$ cat src/rtl/core/bhq_pkg.sv
// Shared types and constants for the binary min-heap queue.
`default_nettype none

package bhq_pkg;

    localparam int KEY_BITS     = 16;
    localparam int PAYLOAD_BITS = 16;
    localparam int STATUS_BITS  = 2;
    localparam int COUNT_BITS   = 7;

    localparam logic FUNC_PUSH = 1'b0;
    localparam logic FUNC_POP  = 1'b1;

    localparam logic [STATUS_BITS-1:0] STATUS_OK    = 2'd0;
    localparam logic [STATUS_BITS-1:0] STATUS_FULL  = 2'd1;
    localparam logic [STATUS_BITS-1:0] STATUS_EMPTY = 2'd2;

    localparam logic [1:0] OP_PUSH       = 2'd0;
    localparam logic [1:0] OP_POP        = 2'd1;
    localparam logic [1:0] OP_PUSH_FULL  = 2'd2;
    localparam logic [1:0] OP_POP_EMPTY  = 2'd3;

    typedef struct packed {
        logic                    func;
        logic [KEY_BITS-1:0]     key;
        logic [PAYLOAD_BITS-1:0] payload;
    } t_in_item;

    typedef struct packed {
        logic [KEY_BITS-1:0]     out_key;
        logic [PAYLOAD_BITS-1:0] out_payload;
        logic [STATUS_BITS-1:0]  status;
        logic [COUNT_BITS-1:0]   entry_count;
        logic                    is_empty;
    } t_out_item;

    typedef struct packed {
        logic [KEY_BITS-1:0]     key;
        logic [PAYLOAD_BITS-1:0] payload;
    } t_entry;

    typedef struct packed {
        logic [1:0]              op;
        logic [KEY_BITS-1:0]     key;
        logic [PAYLOAD_BITS-1:0] payload;
    } t_cmd;

    typedef struct packed {
        logic valid;
        t_cmd cmd;
    } t_cmd_ch;

endpackage

`default_nettype wire

$ cat src/rtl/core/bhq_front.sv
// Front end: accepts items, classifies them against the fill count and queues commands.
`default_nettype none

module bhq_front #(
    parameter int DEPTH = 64
) (
    input  wire logic              i_clk,
    input  wire logic              i_rst_n,
    input  wire logic              i_push,
    output logic                   o_full,
    input  wire bhq_pkg::t_in_item i_item,
    output bhq_pkg::t_cmd_ch       o_cmd,
    input  wire logic              i_take
);

    localparam int CW = $clog2(DEPTH + 1);
    localparam int QD = 2;
    localparam int QW = $clog2(QD);

    logic [CW-1:0]   r_count;
    logic [CW-1:0]   n_count;
    bhq_pkg::t_cmd   r_q [QD];
    bhq_pkg::t_cmd   w_cmd;
    logic [QW-1:0]   r_wp;
    logic [QW-1:0]   r_rp;
    logic [QW:0]     r_num;
    logic            accept;
    logic            take;

    assign o_full = (r_num == (QW+1)'(QD));
    assign accept = i_push && !o_full;
    assign take   = i_take && (r_num != '0);

    assign o_cmd.valid = (r_num != '0);
    assign o_cmd.cmd   = r_q[r_rp];

    always_comb begin
        n_count       = r_count;
        w_cmd.key     = i_item.key;
        w_cmd.payload = i_item.payload;
        if (i_item.func == bhq_pkg::FUNC_PUSH) begin
            if (r_count == CW'(DEPTH)) begin
                w_cmd.op = bhq_pkg::OP_PUSH_FULL;
            end else begin
                w_cmd.op = bhq_pkg::OP_PUSH;
                n_count  = r_count + CW'(1);
            end
        end else begin
            if (r_count == '0) begin
                w_cmd.op = bhq_pkg::OP_POP_EMPTY;
            end else begin
                w_cmd.op = bhq_pkg::OP_POP;
                n_count  = r_count - CW'(1);
            end
        end
    end

    always_ff @(posedge i_clk) begin
        if (!i_rst_n) begin
            r_count <= '0;
            r_wp    <= '0;
            r_rp    <= '0;
            r_num   <= '0;
        end else begin
            if (accept) begin
                r_count <= n_count;
                r_wp    <= r_wp + QW'(1);
            end
            if (take) begin
                r_rp <= r_rp + QW'(1);
            end
            r_num <= r_num + (QW+1)'(accept) - (QW+1)'(take);
        end
    end

    always_ff @(posedge i_clk) begin
        if (accept) begin
            r_q[r_wp] <= w_cmd;
        end
    end

endmodule

`default_nettype wire

$ cat src/rtl/core/bhq_back.sv
// Back end: heap memory, sift sequencer and result register.
`default_nettype none

module bhq_back #(
    parameter int DEPTH = 64
) (
    input  wire logic             i_clk,
    input  wire logic             i_rst_n,
    input  wire bhq_pkg::t_cmd_ch i_cmd,
    output logic                  o_take,
    output logic                  o_empty,
    input  wire logic             i_pop,
    output bhq_pkg::t_out_item    o_result
);

    localparam int AW = $clog2(DEPTH);
    localparam int CW = $clog2(DEPTH + 1);
    localparam int XW = AW + 2;
    localparam int OW = bhq_pkg::COUNT_BITS;

    localparam logic [1:0] S_IDLE = 2'd0;
    localparam logic [1:0] S_ROOT = 2'd1;
    localparam logic [1:0] S_CMP  = 2'd2;
    localparam logic [1:0] S_DONE = 2'd3;

    bhq_pkg::t_entry    r_mem [DEPTH];
    bhq_pkg::t_entry    r_rd_a;
    bhq_pkg::t_entry    r_rd_b;
    logic [1:0]         r_state;
    logic [1:0]         n_state;
    logic [CW-1:0]      r_count;
    logic [CW-1:0]      n_count;
    logic [AW-1:0]      r_pos;
    logic [AW-1:0]      n_pos;
    logic               r_down;
    logic               n_down;
    bhq_pkg::t_entry    r_item;
    bhq_pkg::t_entry    n_item;
    bhq_pkg::t_out_item r_res;
    bhq_pkg::t_out_item n_res;
    logic               r_out_valid;
    bhq_pkg::t_out_item r_out;

    logic               rd_en;
    logic [AW-1:0]      rd_addr_a;
    logic [AW-1:0]      rd_addr_b;
    logic               wr_en;
    logic [AW-1:0]      wr_addr;
    bhq_pkg::t_entry    wr_data;
    logic               load_out;

    logic [AW-1:0]      pos_m1;
    logic [AW-1:0]      parent;
    logic [AW-1:0]      grand_m1;
    logic [XW-1:0]      left;
    logic [XW-1:0]      right;
    logic               l_ok;
    logic               r_ok;
    logic               go_l;
    logic               go_r;
    logic [AW-1:0]      best;
    logic [XW-1:0]      next_l;
    logic [CW-1:0]      cnt_last;

    assign pos_m1   = r_pos - AW'(1);
    assign parent   = pos_m1 >> 1;
    assign grand_m1 = parent - AW'(1);
    assign left     = {1'b0, r_pos, 1'b1};
    assign right    = left + XW'(1);
    assign l_ok     = (left < XW'(r_count));
    assign r_ok     = (right < XW'(r_count));
    assign go_l     = l_ok && (r_rd_a.key < r_item.key);
    assign go_r     = r_ok && (r_rd_b.key < (go_l ? r_rd_a.key : r_item.key));
    assign best     = go_r ? right[AW-1:0] : left[AW-1:0];
    assign next_l   = {1'b0, best, 1'b1};
    assign cnt_last = r_count - CW'(1);

    always_comb begin
        n_state   = r_state;
        n_count   = r_count;
        n_pos     = r_pos;
        n_down    = r_down;
        n_item    = r_item;
        n_res     = r_res;
        rd_en     = 1'b0;
        rd_addr_a = '0;
        rd_addr_b = '0;
        wr_en     = 1'b0;
        wr_addr   = r_pos;
        wr_data   = r_item;
        o_take    = 1'b0;
        load_out  = 1'b0;
        case (r_state)
            S_IDLE: begin
                if (i_cmd.valid) begin
                    o_take         = 1'b1;
                    n_item.key     = i_cmd.cmd.key;
                    n_item.payload = i_cmd.cmd.payload;
                    n_res          = '0;
                    case (i_cmd.cmd.op)
                        bhq_pkg::OP_PUSH: begin
                            n_count      = r_count + CW'(1);
                            n_pos        = r_count[AW-1:0];
                            n_down       = 1'b0;
                            rd_en        = 1'b1;
                            rd_addr_a    = (r_count[AW-1:0] - AW'(1)) >> 1;
                            n_res.status = bhq_pkg::STATUS_OK;
                            n_state      = S_CMP;
                        end
                        bhq_pkg::OP_POP: begin
                            n_count      = cnt_last;
                            n_pos        = '0;
                            n_down       = 1'b1;
                            rd_en        = 1'b1;
                            rd_addr_a    = '0;
                            rd_addr_b    = cnt_last[AW-1:0];
                            n_res.status = bhq_pkg::STATUS_OK;
                            n_state      = S_ROOT;
                        end
                        bhq_pkg::OP_PUSH_FULL: begin
                            n_res.status = bhq_pkg::STATUS_FULL;
                            n_state      = S_DONE;
                        end
                        default: begin
                            n_res.status = bhq_pkg::STATUS_EMPTY;
                            n_state      = S_DONE;
                        end
                    endcase
                    n_res.entry_count = OW'(n_count);
                    n_res.is_empty    = (n_count == '0);
                end
            end
            S_ROOT: begin
                n_res.out_key     = r_rd_a.key;
                n_res.out_payload = r_rd_a.payload;
                n_item            = r_rd_b;
                rd_en             = 1'b1;
                rd_addr_a         = left[AW-1:0];
                rd_addr_b         = right[AW-1:0];
                n_state           = S_CMP;
            end
            S_CMP: begin
                if (r_down) begin
                    if (go_l || go_r) begin
                        wr_en     = 1'b1;
                        wr_data   = go_r ? r_rd_b : r_rd_a;
                        n_pos     = best;
                        rd_en     = 1'b1;
                        rd_addr_a = next_l[AW-1:0];
                        rd_addr_b = next_l[AW-1:0] + AW'(1);
                    end else begin
                        wr_en   = 1'b1;
                        n_state = S_DONE;
                    end
                end else begin
                    if ((r_pos != '0) && (r_rd_a.key > r_item.key)) begin
                        wr_en     = 1'b1;
                        wr_data   = r_rd_a;
                        n_pos     = parent;
                        rd_en     = 1'b1;
                        rd_addr_a = grand_m1 >> 1;
                    end else begin
                        wr_en   = 1'b1;
                        n_state = S_DONE;
                    end
                end
            end
            S_DONE: begin
                if (!r_out_valid || i_pop) begin
                    load_out = 1'b1;
                    n_state  = S_IDLE;
                end
            end
            default: begin
                n_state = S_IDLE;
            end
        endcase
    end

    always_ff @(posedge i_clk) begin
        if (!i_rst_n) begin
            r_state     <= S_IDLE;
            r_count     <= '0;
            r_out_valid <= 1'b0;
        end else begin
            r_state <= n_state;
            r_count <= n_count;
            if (load_out) begin
                r_out_valid <= 1'b1;
            end else if (i_pop) begin
                r_out_valid <= 1'b0;
            end
        end
    end

    always_ff @(posedge i_clk) begin
        r_pos  <= n_pos;
        r_down <= n_down;
        r_item <= n_item;
        r_res  <= n_res;
        if (load_out) begin
            r_out <= r_res;
        end
    end

    always_ff @(posedge i_clk) begin
        if (wr_en) begin
            r_mem[wr_addr] <= wr_data;
        end
        if (rd_en) begin
            r_rd_a <= r_mem[rd_addr_a];
            r_rd_b <= r_mem[rd_addr_b];
        end
    end

    assign o_empty  = !r_out_valid;
    assign o_result = r_out;

    a_count_bound : assert property (@(posedge i_clk) disable iff (!i_rst_n)
        r_count <= CW'(DEPTH))
        else $error("heap fill count exceeds capacity");

    a_pos_in_heap : assert property (@(posedge i_clk) disable iff (!i_rst_n)
        (r_state == S_CMP && r_count != '0) |-> (XW'(r_pos) < XW'(r_count)))
        else $error("sift position lies outside the occupied heap");

    a_result_held : assert property (@(posedge i_clk) disable iff (!i_rst_n)
        (r_state == S_DONE && r_out_valid && !i_pop) |=> (r_state == S_DONE))
        else $error("result left before the output register was free");

    a_out_drop : assert property (@(posedge i_clk) disable iff (!i_rst_n)
        $fell(r_out_valid) |-> $past(i_pop))
        else $error("result discarded without a transfer");

endmodule

`default_nettype wire

$ cat src/rtl/core/binary_min_heap_queue_core.sv
// Top level of the binary min-heap queue: classifying front end, command queue and heap back end.
// A push runs from the command queue through S_IDLE, S_CMP and S_DONE into the result register,
// a pop through S_ROOT as well; a push makes at most log2(DEPTH) swaps, a pop log2(DEPTH) - 1.
// A dropped push or a pop on an empty heap goes from S_IDLE to S_DONE; a result waits while the
// last is untaken. The back end takes a new command only in S_IDLE, and sifts one level per cycle.
// Synchronous active-low reset empties heap, command queue and output; memory is not cleared.
`default_nettype none

module binary_min_heap_queue_core #(
    parameter int DEPTH = 64
) (
    input  wire logic               i_clk,
    input  wire logic               i_rst_n,
    input  wire logic               push,
    output logic                    full,
    input  wire bhq_pkg::t_in_item  i_item,
    output logic                    empty,
    input  wire logic               pop,
    output bhq_pkg::t_out_item      o_result
);

    bhq_pkg::t_cmd_ch cmd_ch;
    logic             cmd_take;

    bhq_front #(
        .DEPTH(DEPTH)
    ) u_front (
        .i_clk  (i_clk),
        .i_rst_n(i_rst_n),
        .i_push (push),
        .o_full (full),
        .i_item (i_item),
        .o_cmd  (cmd_ch),
        .i_take (cmd_take)
    );

    bhq_back #(
        .DEPTH(DEPTH)
    ) u_back (
        .i_clk   (i_clk),
        .i_rst_n (i_rst_n),
        .i_cmd   (cmd_ch),
        .o_take  (cmd_take),
        .o_empty (empty),
        .i_pop   (pop),
        .o_result(o_result)
    );

endmodule

`default_nettype wire
$ cat config.mk
export PLATFORM = sky130hd
export DESIGN_NAME = binary_min_heap_queue_core
export DESIGN_NICKNAME = d
export VERILOG_FILES = /design/src/rtl/core/bhq_pkg.sv /design/src/rtl/core/bhq_front.sv /design/src/rtl/core/bhq_back.sv /design/src/rtl/core/binary_min_heap_queue_core.sv
export SDC_FILE = /design/constraint.sdc
export NUM_CORES = 2
export LEC_CHECK = 0
export ABC_CLOCK_PERIOD_IN_PS = 9750
export BUFFER_PORTS_ARGS = -buffer_cell sky130_fd_sc_hd__buf_2
export CORE_MARGIN = 1
export CORE_UTILIZATION = 35
export DETAILED_ROUTE_END_ITERATION = 6
export HOLD_SLACK_MARGIN = 0.02
export PLACE_DENSITY = 0.58
export REMOVE_ABC_BUFFERS = 1
export SKIP_CTS_REPAIR_TIMING = 1
export SYNTH_ARGS = -nofsm -noshare
export SYNTH_HDL_FRONTEND = slang
export SYNTH_SLANG_ARGS = --single-unit
$ cat constraint.sdc
create_clock -name i_clk -period 9.75 [get_ports i_clk]
set_clock_uncertainty 0.2 [all_clocks]
set_input_delay 0.975 -clock i_clk [delete_from_list [all_inputs] [get_ports i_clk]]
set_output_delay 0.975 -clock i_clk [all_outputs]
set_load 0.01 [all_outputs]
== After elaboration in Yosys (flattened, before gate mapping) ==
Memory sizes are Yosys's and may differ from the RTL's. A register that Yosys moved wholly into a read port is not among the register bits.
Index checks and enable logic that the tools add are counted.

* Magnitude comparators: 5
* Multiplexer cells: 65
* Add/sub/neg operators: 13
* Reductions and logical operators: 26
* Equal/unequal tests: 16

{| class="wikitable"
|+ Operator list
! kind !! number
|-
| 2-to-1 mux 32 bit || 6
|-
| one-hot mux 32 bit (2 select lines) || 2
|-
| 2-to-1 mux 6 bit || 12
|-
| 2-to-1 mux 42 bit || 1
|-
| one-hot mux 6 bit (3 select lines) || 2
|-
| 2-to-1 mux 7 bit || 5
|-
| < comparator 16 bit || 2
|-
| one-hot mux 6 bit (2 select lines) || 2
|-
| 2-to-1 mux 1 bit || 18
|-
| greater-than comparator 16 bit || 1
|-
| 2-to-1 mux 16 bit || 1
|-
| 2-to-1 mux 2 bit || 8
|-
| adder 7 x 1 -> 7 bit (second input constant) || 2
|-
| zero test 7 bit || 2
|-
| one-hot mux 7 bit (2 select lines) || 1
|-
| subtractor 7 x 1 -> 7 bit (second input constant) || 2
|-
| subtractor 6 x 1 -> 6 bit (second input constant) || 2
|-
| 2-to-1 mux 5 bit || 2
|-
| nonzero test 2 bit || 5
|-
| != test 3 bit (second input constant) || 3
|-
| adder 7 x 1 -> 8 bit (second input constant) || 1
|-
| equality test 2 bit (second input constant) || 4
|-
| < comparator 8 x 7 -> 1 bit || 1
|-
| one-hot mux 2 bit (2 select lines) || 2
|-
| 25 further kinds || 38
|}

* Flip-flop bits (word level): 144
* RAM bits: 2116
* Output and inout port bits: 44
* Bits of input ports: 37
* Memories: 2
* Word-level logic and storage cells: 148

{| class="wikitable"
|+ Memory list
! memory !! depth !! width !! rd ports !! clocked after memory_dff !! wr ports !! line !! RTL
|-
| u_back.r_mem || 64 || 32 || 2 || 2 || 1 || bhq_back.sv:26 || <nowiki>bhq_pkg::t_entry r_mem [DEPTH];</nowiki>
|-
| u_front.r_q || 2 || 34 || 1 || 1 || 1 || bhq_front.sv:22 || <nowiki>bhq_pkg::t_cmd r_q [QD];</nowiki>
|}

== Depth between registers and ports, before layout ==
* Word-level depth: 10
* Gate-level depth with buffers: 36

== Hierarchy ==
Synthesis repeated with hierarchy kept, for this count alone.

* Cells, all modules: 10686
* Area, all modules: 119758.6 um^2

{| class="wikitable"
|+ Modules (own cells, without submodules)
! module !! area each (um^2) !! cells each !! sequential area each (um^2) !! instances
|-
| bhq_back || 116541.8 || 10492 || 67314.6 || 1
|-
| bhq_front || 3216.8 || 194 || 2282.2 || 1
|}

== Worst setup path after synthesis ==
No wires, ideal clock.

* Kind: reg2reg
* Start point: register u_back.r_count[4]
* End point: register u_back.r_rd_a[0] (netlist name)
* Required time: 9.026 ns
* Setup slack: 1.137 ns
* Data arrival time: 7.889 ns
* Cell stages (with the launch flop): 22
* Cells stage by stage: dfxtp_1 -> clkbuf_1 -> inv_1 -> ha_1 -> a21o_1 -> a21oi_1 -> a21boi_1 -> or2_2 -> clkbuf_1 -> or2_1 -> buf_6 -> buf_1 -> mux2i_1 -> ha_1 -> a21o_1 -> a221o_1 -> a221oi_2 -> o211ai_1 -> o21a_1 -> o22ai_1 -> nand2_1 -> a31oi_1

* Cells in the longest elaborated chain, start to end: 9

{| class="wikitable"
|+ Ends and longest elaborated chain
! element !! line !! RTL
|-
| start: declaration || bhq_back.sv:31 || <nowiki>logic [CW-1:0] r_count;</nowiki>
|-
| start signal: assignment || bhq_back.sv:187 || <nowiki>r_count <= n_count;</nowiki>
|-
| < comparator 7 bit || bhq_back.sv:70 || <nowiki>assign l_ok = (left < XW'(r_count));</nowiki>
|-
| logical AND 1 bit || bhq_back.sv:72 || <nowiki>assign go_l = l_ok && (r_rd_a.key < r_item.key);</nowiki>
|-
| 2-to-1 mux 16 bit || bhq_back.sv:73 || <nowiki>assign go_r = r_ok && (r_rd_b.key < (go_l ? r_rd_a.key : r_item.key));</nowiki>
|-
| < comparator 16 bit || bhq_back.sv:73 ||
|-
| logical AND 1 bit || bhq_back.sv:73 ||
|-
| logical OR 1 bit * || bhq_back.sv:144 || <nowiki>if (go_l || go_r) begin</nowiki>
|-
| 2-to-1 mux 1 bit * || bhq_back.sv:144 ||
|-
| 2-to-1 mux 1 bit * || bhq_back.sv:143 || <nowiki>if (r_down) begin</nowiki>
|-
| one-hot mux 1 bit (3 select lines) * || bhq_back.sv:93 || <nowiki>case (r_state)</nowiki>
|-
| named net u_back.rd_en || bhq_back.sv:44 || <nowiki>logic rd_en;</nowiki>
|}

The timed path passes the listed nets; every way through them passes the cells marked *.
A chain may end at the register's enable or synchronous reset.

== Final worst setup path ==
* Start point: register u_back.r_rd_a[25] (netlist name)
* End point: register u_back.r_rd_a[7] (netlist name)

* Cells in the longest elaborated chain, start to end: 9

{| class="wikitable"
|+ Ends and longest elaborated chain
! element !! line
|-
| < comparator 16 bit || bhq_back.sv:72
|-
| logical AND 1 bit || bhq_back.sv:72
|-
| 2-to-1 mux 16 bit || bhq_back.sv:73
|-
| < comparator 16 bit || bhq_back.sv:73
|-
| logical AND 1 bit || bhq_back.sv:73
|-
| 2-to-1 mux 6 bit / logical OR 1 bit (equally long branches) || bhq_back.sv:74, bhq_back.sv:144
|-
| 2-to-1 mux 6 bit / 2-to-1 mux 1 bit (equally long branches) || bhq_back.sv:144
|-
| 2-to-1 mux 6 bit / 2-to-1 mux 1 bit (equally long branches) || bhq_back.sv:143
|-
| one-hot mux 6 bit (3 select lines) / one-hot mux 1 bit (3 select lines) (equally long branches) || bhq_back.sv:93
|}

Parallel ways exist; a longest one is shown, timed or not.

==> flow_metrics.tcl <==
set metrics [dict create \
    outcome "finished with violations" \
    violated_checks "max-capacitance violations, max-slew violations, negative setup slack" \
    remaining_drc_errors 0 \
    postSynth.topFlopCell "edfxtp_1" \
    avgViaCountPerCell 6.40 \
    antenna_found_initial 44 \
    finalWeightedCongestion 0.986 \
    cts_htree_levels 4 \
    cts_num_sinks 2325 \
    final_antenna_net_count 0 \
    die_w_um 569 \
    final-max-slew-violation-count 41 \
    async_flop_share_pct 0 \
    grt_setup_unrepaired "no" \
    critPathArrivalTime_ns 10.28 \
    grt_pass1_vias 84428 \
    drt-initial-drc-count 14966 \
    insertion_delay_ns 0.96 \
    endpoint_kind "register" \
    ys.warnings.count 0 \
    fin_crit_sh_pct 101 \
    final-hold-violation-count 0 \
    synth-seq-cells 2325 \
    cp_slowest_cell "a211oi_1" \
    post_layout_min_period_ns 9.83 \
    finalSetupTns_ns -0.0818 \
    post_dp_hpwl_mm 292 \
    count_of_mapped_cells_out_of_synthesis 9198 \
    floorplan.io_pins 81 \
    firstDrtPassIters 7 \
    rows 207 \
    final.setup.worst_slack_ns -0.0818 \
    cts_made_buffers 249 \
    worst_hold_startpoint "i_item[13]" \
    numPortBuffers 80 \
    grt_first_pass_wirelength_mm 655 \
    maximum_number_of_pins_on_one_net_before_global_route_repair 92 \
    detailroute.via_count 88953 \
    clock_pin_slew_worst_setup_and_hold_paths_ns 0.07 \
    netlist-cell-type-count 99 \
    cts-root-to-sink-buffers 4 \
    cp-start-kind "register" \
    synth-seq-area-share_pct 61.9 \
    synth_edf_count 2303 \
    tritoncts "done" \
    route.detailed.wl_per_inst_um 34.4 \
    syn-mean-instance-area_sq_um 12.2 \
    clock-root-buffer "clkbuf_16" \
    die_h_um 569 \
    path_class "register to register" \
    fin_nets 9476 \
    post_route_cells_drive_above_1_share_pct 15.8 \
    floorplan.die_area_sq_mm 0.324 \
    seqCellArea_sq_mm 0.0696 \
    cp_max_fo 41 \
    totalWireLength_mm 478 \
    setup_viol 1 \
    synthesis.area_sq_mm 0.112 \
    critical_path.startpoint "u_back.r_rd_a[25]" \
    post-route-util_pct 40.8 \
    actual_slew_at_the_worst_max_slew_pin_ns 1.59 \
    residual_overflow_from_global_routing 0 \
    critical_path.most_common_cell "buf_4" \
    syn2layout_area_growth_pct 15.7 \
    max_cap_violations 4 \
    worst_r2r_src "u_back.r_rd_a[25]" \
    max_stage_delay_ns 0.98 \
    worst-endpoint-required_ns 10.20 \
    relSlewSlack_pct -6.00 \
    filler_cell_count 29446 \
    multi_input_area_sq_mm 0.0407 \
    core_area_sq_mm 0.319 \
    grtUsageTotal_pct 28.6 \
    start_util_pct 35.3 \
    min-delay-path-class "input pin to register" \
    clock.fmax_mhz 102 \
]
==> placed cells by master, fill, tap and decap left out, types with 234 or more instances in the layout <==
cell type / n
o21ai_0: 322
edfxtp_1: 2303
nand2_1: 1584
clkbuf_16: 251
buf_4: 509
nor2_1: 275
nor3_1: 234
o22ai_1: 240
nand3_1: 636
mux2i_1: 688
a21oi_1: 265
==> cell usage after synthesis, drive strengths merged (16+ instances only) <==
cell / count / share of area, %
mux2i: 689 / 6.1
a221oi: 37 / 0.29
ha: 60 / 0.67
o22ai: 241 / 1.3
o311a: 16 / 0.14
o211ai: 87 / 0.59
o21ai: 339 / 1.5
or3: 52 / 0.29
a32oi: 106 / 0.83
o2bb2ai: 16 / 0.12
nand3: 639 / 2.8
o221ai: 47 / 0.37
a22o: 33 / 0.26
nor2: 352 / 1.2
a211oi: 107 / 0.72
and3: 153 / 0.85
inv: 45 / 0.15
xnor2: 29 / 0.23
nor4: 73 / 0.41
a21oi: 303 / 1.4
o21a: 42 / 0.28
o2111ai: 21 / 0.16
mux4: 158 / 3.2
nand4: 27 / 0.15
o31ai: 82 / 0.55
mux2: 119 / 1.2
o311ai: 30 / 0.23
and2: 45 / 0.25
a31oi: 59 / 0.34
o32ai: 36 / 0.28
clkbuf: 377 / 1.3
dfxtp: 22 / 0.39
edfxtp: 2303 / 62
buf: 377 / 1.7
nor3: 243 / 1.1
nand2: 1594 / 5.3
a311oi: 56 / 0.44
or4: 21 / 0.14
==> cell families after synthesis <==
logic type	after synthesis	share of synthesized area, %
buffers and inverters	800	3.09
AND/OR/NAND/NOR	3253	12.9
AO/OA/AOI/OAI	1758	10.6
multiplexers	966	10.5
flip-flops	2325	61.9
adder cells (fa/ha/maj)	61	0.685
XOR/XNOR	35	0.273
==> path summary, 6_finish.rpt <==
kind	endpoint	slack (ns)	depth (start not counted)
hold reg to reg	u_back.o_result[4]	0.20	0
setup reg to reg	u_back.r_rd_a[7]	-0.08	26
setup / recovery	u_back.r_rd_a[7]	-0.08	26
hold / removal	u_front.r_q[1][13]	0.02	1
==> per-layer routing <==
layer / part of all wire [%] / GRT usage (%) / vias up / wire length, um
met5: 0.026 / 0 / - / 124
met4: 7.2 / 18.1 / 18 / 34300
met3: 13 / 7.29 / 1364 / 64300
met2: 42 / 42.1 / 6953 / 203000
met1: 37 / 37.4 / 44723 / 177000
li1: - / - / 35895 / -
==> per-stage QoR <==
step	cells	hold slack (ns)	setup slack (ns)	cell area (sq um)
finish	13898	0.0158	-0.0818	130000
global route	13877	0.0205	0.121	130000
CTS	13863	-0.0407	0.348	130000
detailed placement	13409	0.205	0.351	122000
global placement	13405	0.203	0.0879	122000
floorplan	8444	0.200	-13.92	109000
==> flip-flops by register name (all words and copies together), names as in the netlist, named ones only <==
signal	flops
u_back.o_result	42
u_front.r_q	68
u_back.r_rd_a	32
u_back.r_count	7
u_back.r_state	2
u_back.r_down	1
u_front.r_count	7
u_back.r_rd_b	32
u_front.r_wp	1
u_back.r_pos	6
u_back.r_item	32
u_back.r_out_valid	1
u_front.r_rp	1
u_front.r_num	2
u_back.r_mem	2048
u_back.r_res	42
==> worst max-delay path: cells and delay by family (launching register included) <==
family	cells	cell delay, ns
fa+ha+maj	2	0.62
compound gates	11	4.66
buf+inv	6	1.78
mux	1	0.29
flops	1	0.46
simple gates	6	1.36
==> cell type report <==
cell class	instances	share of cell area, %
antenna	33	0.0635
clock buffer	298	4.96
clock inverter	156	1.26
inverter	46	0.133
multi-input combinational	6073	31.3
sequential	2325	53.5
tap	4284	4.12
timing repair buffer	683	4.69
Power is left out: the tool's default activity adds up to more than one toggle a clock period on the data nets, which glitch-free logic cannot reach.
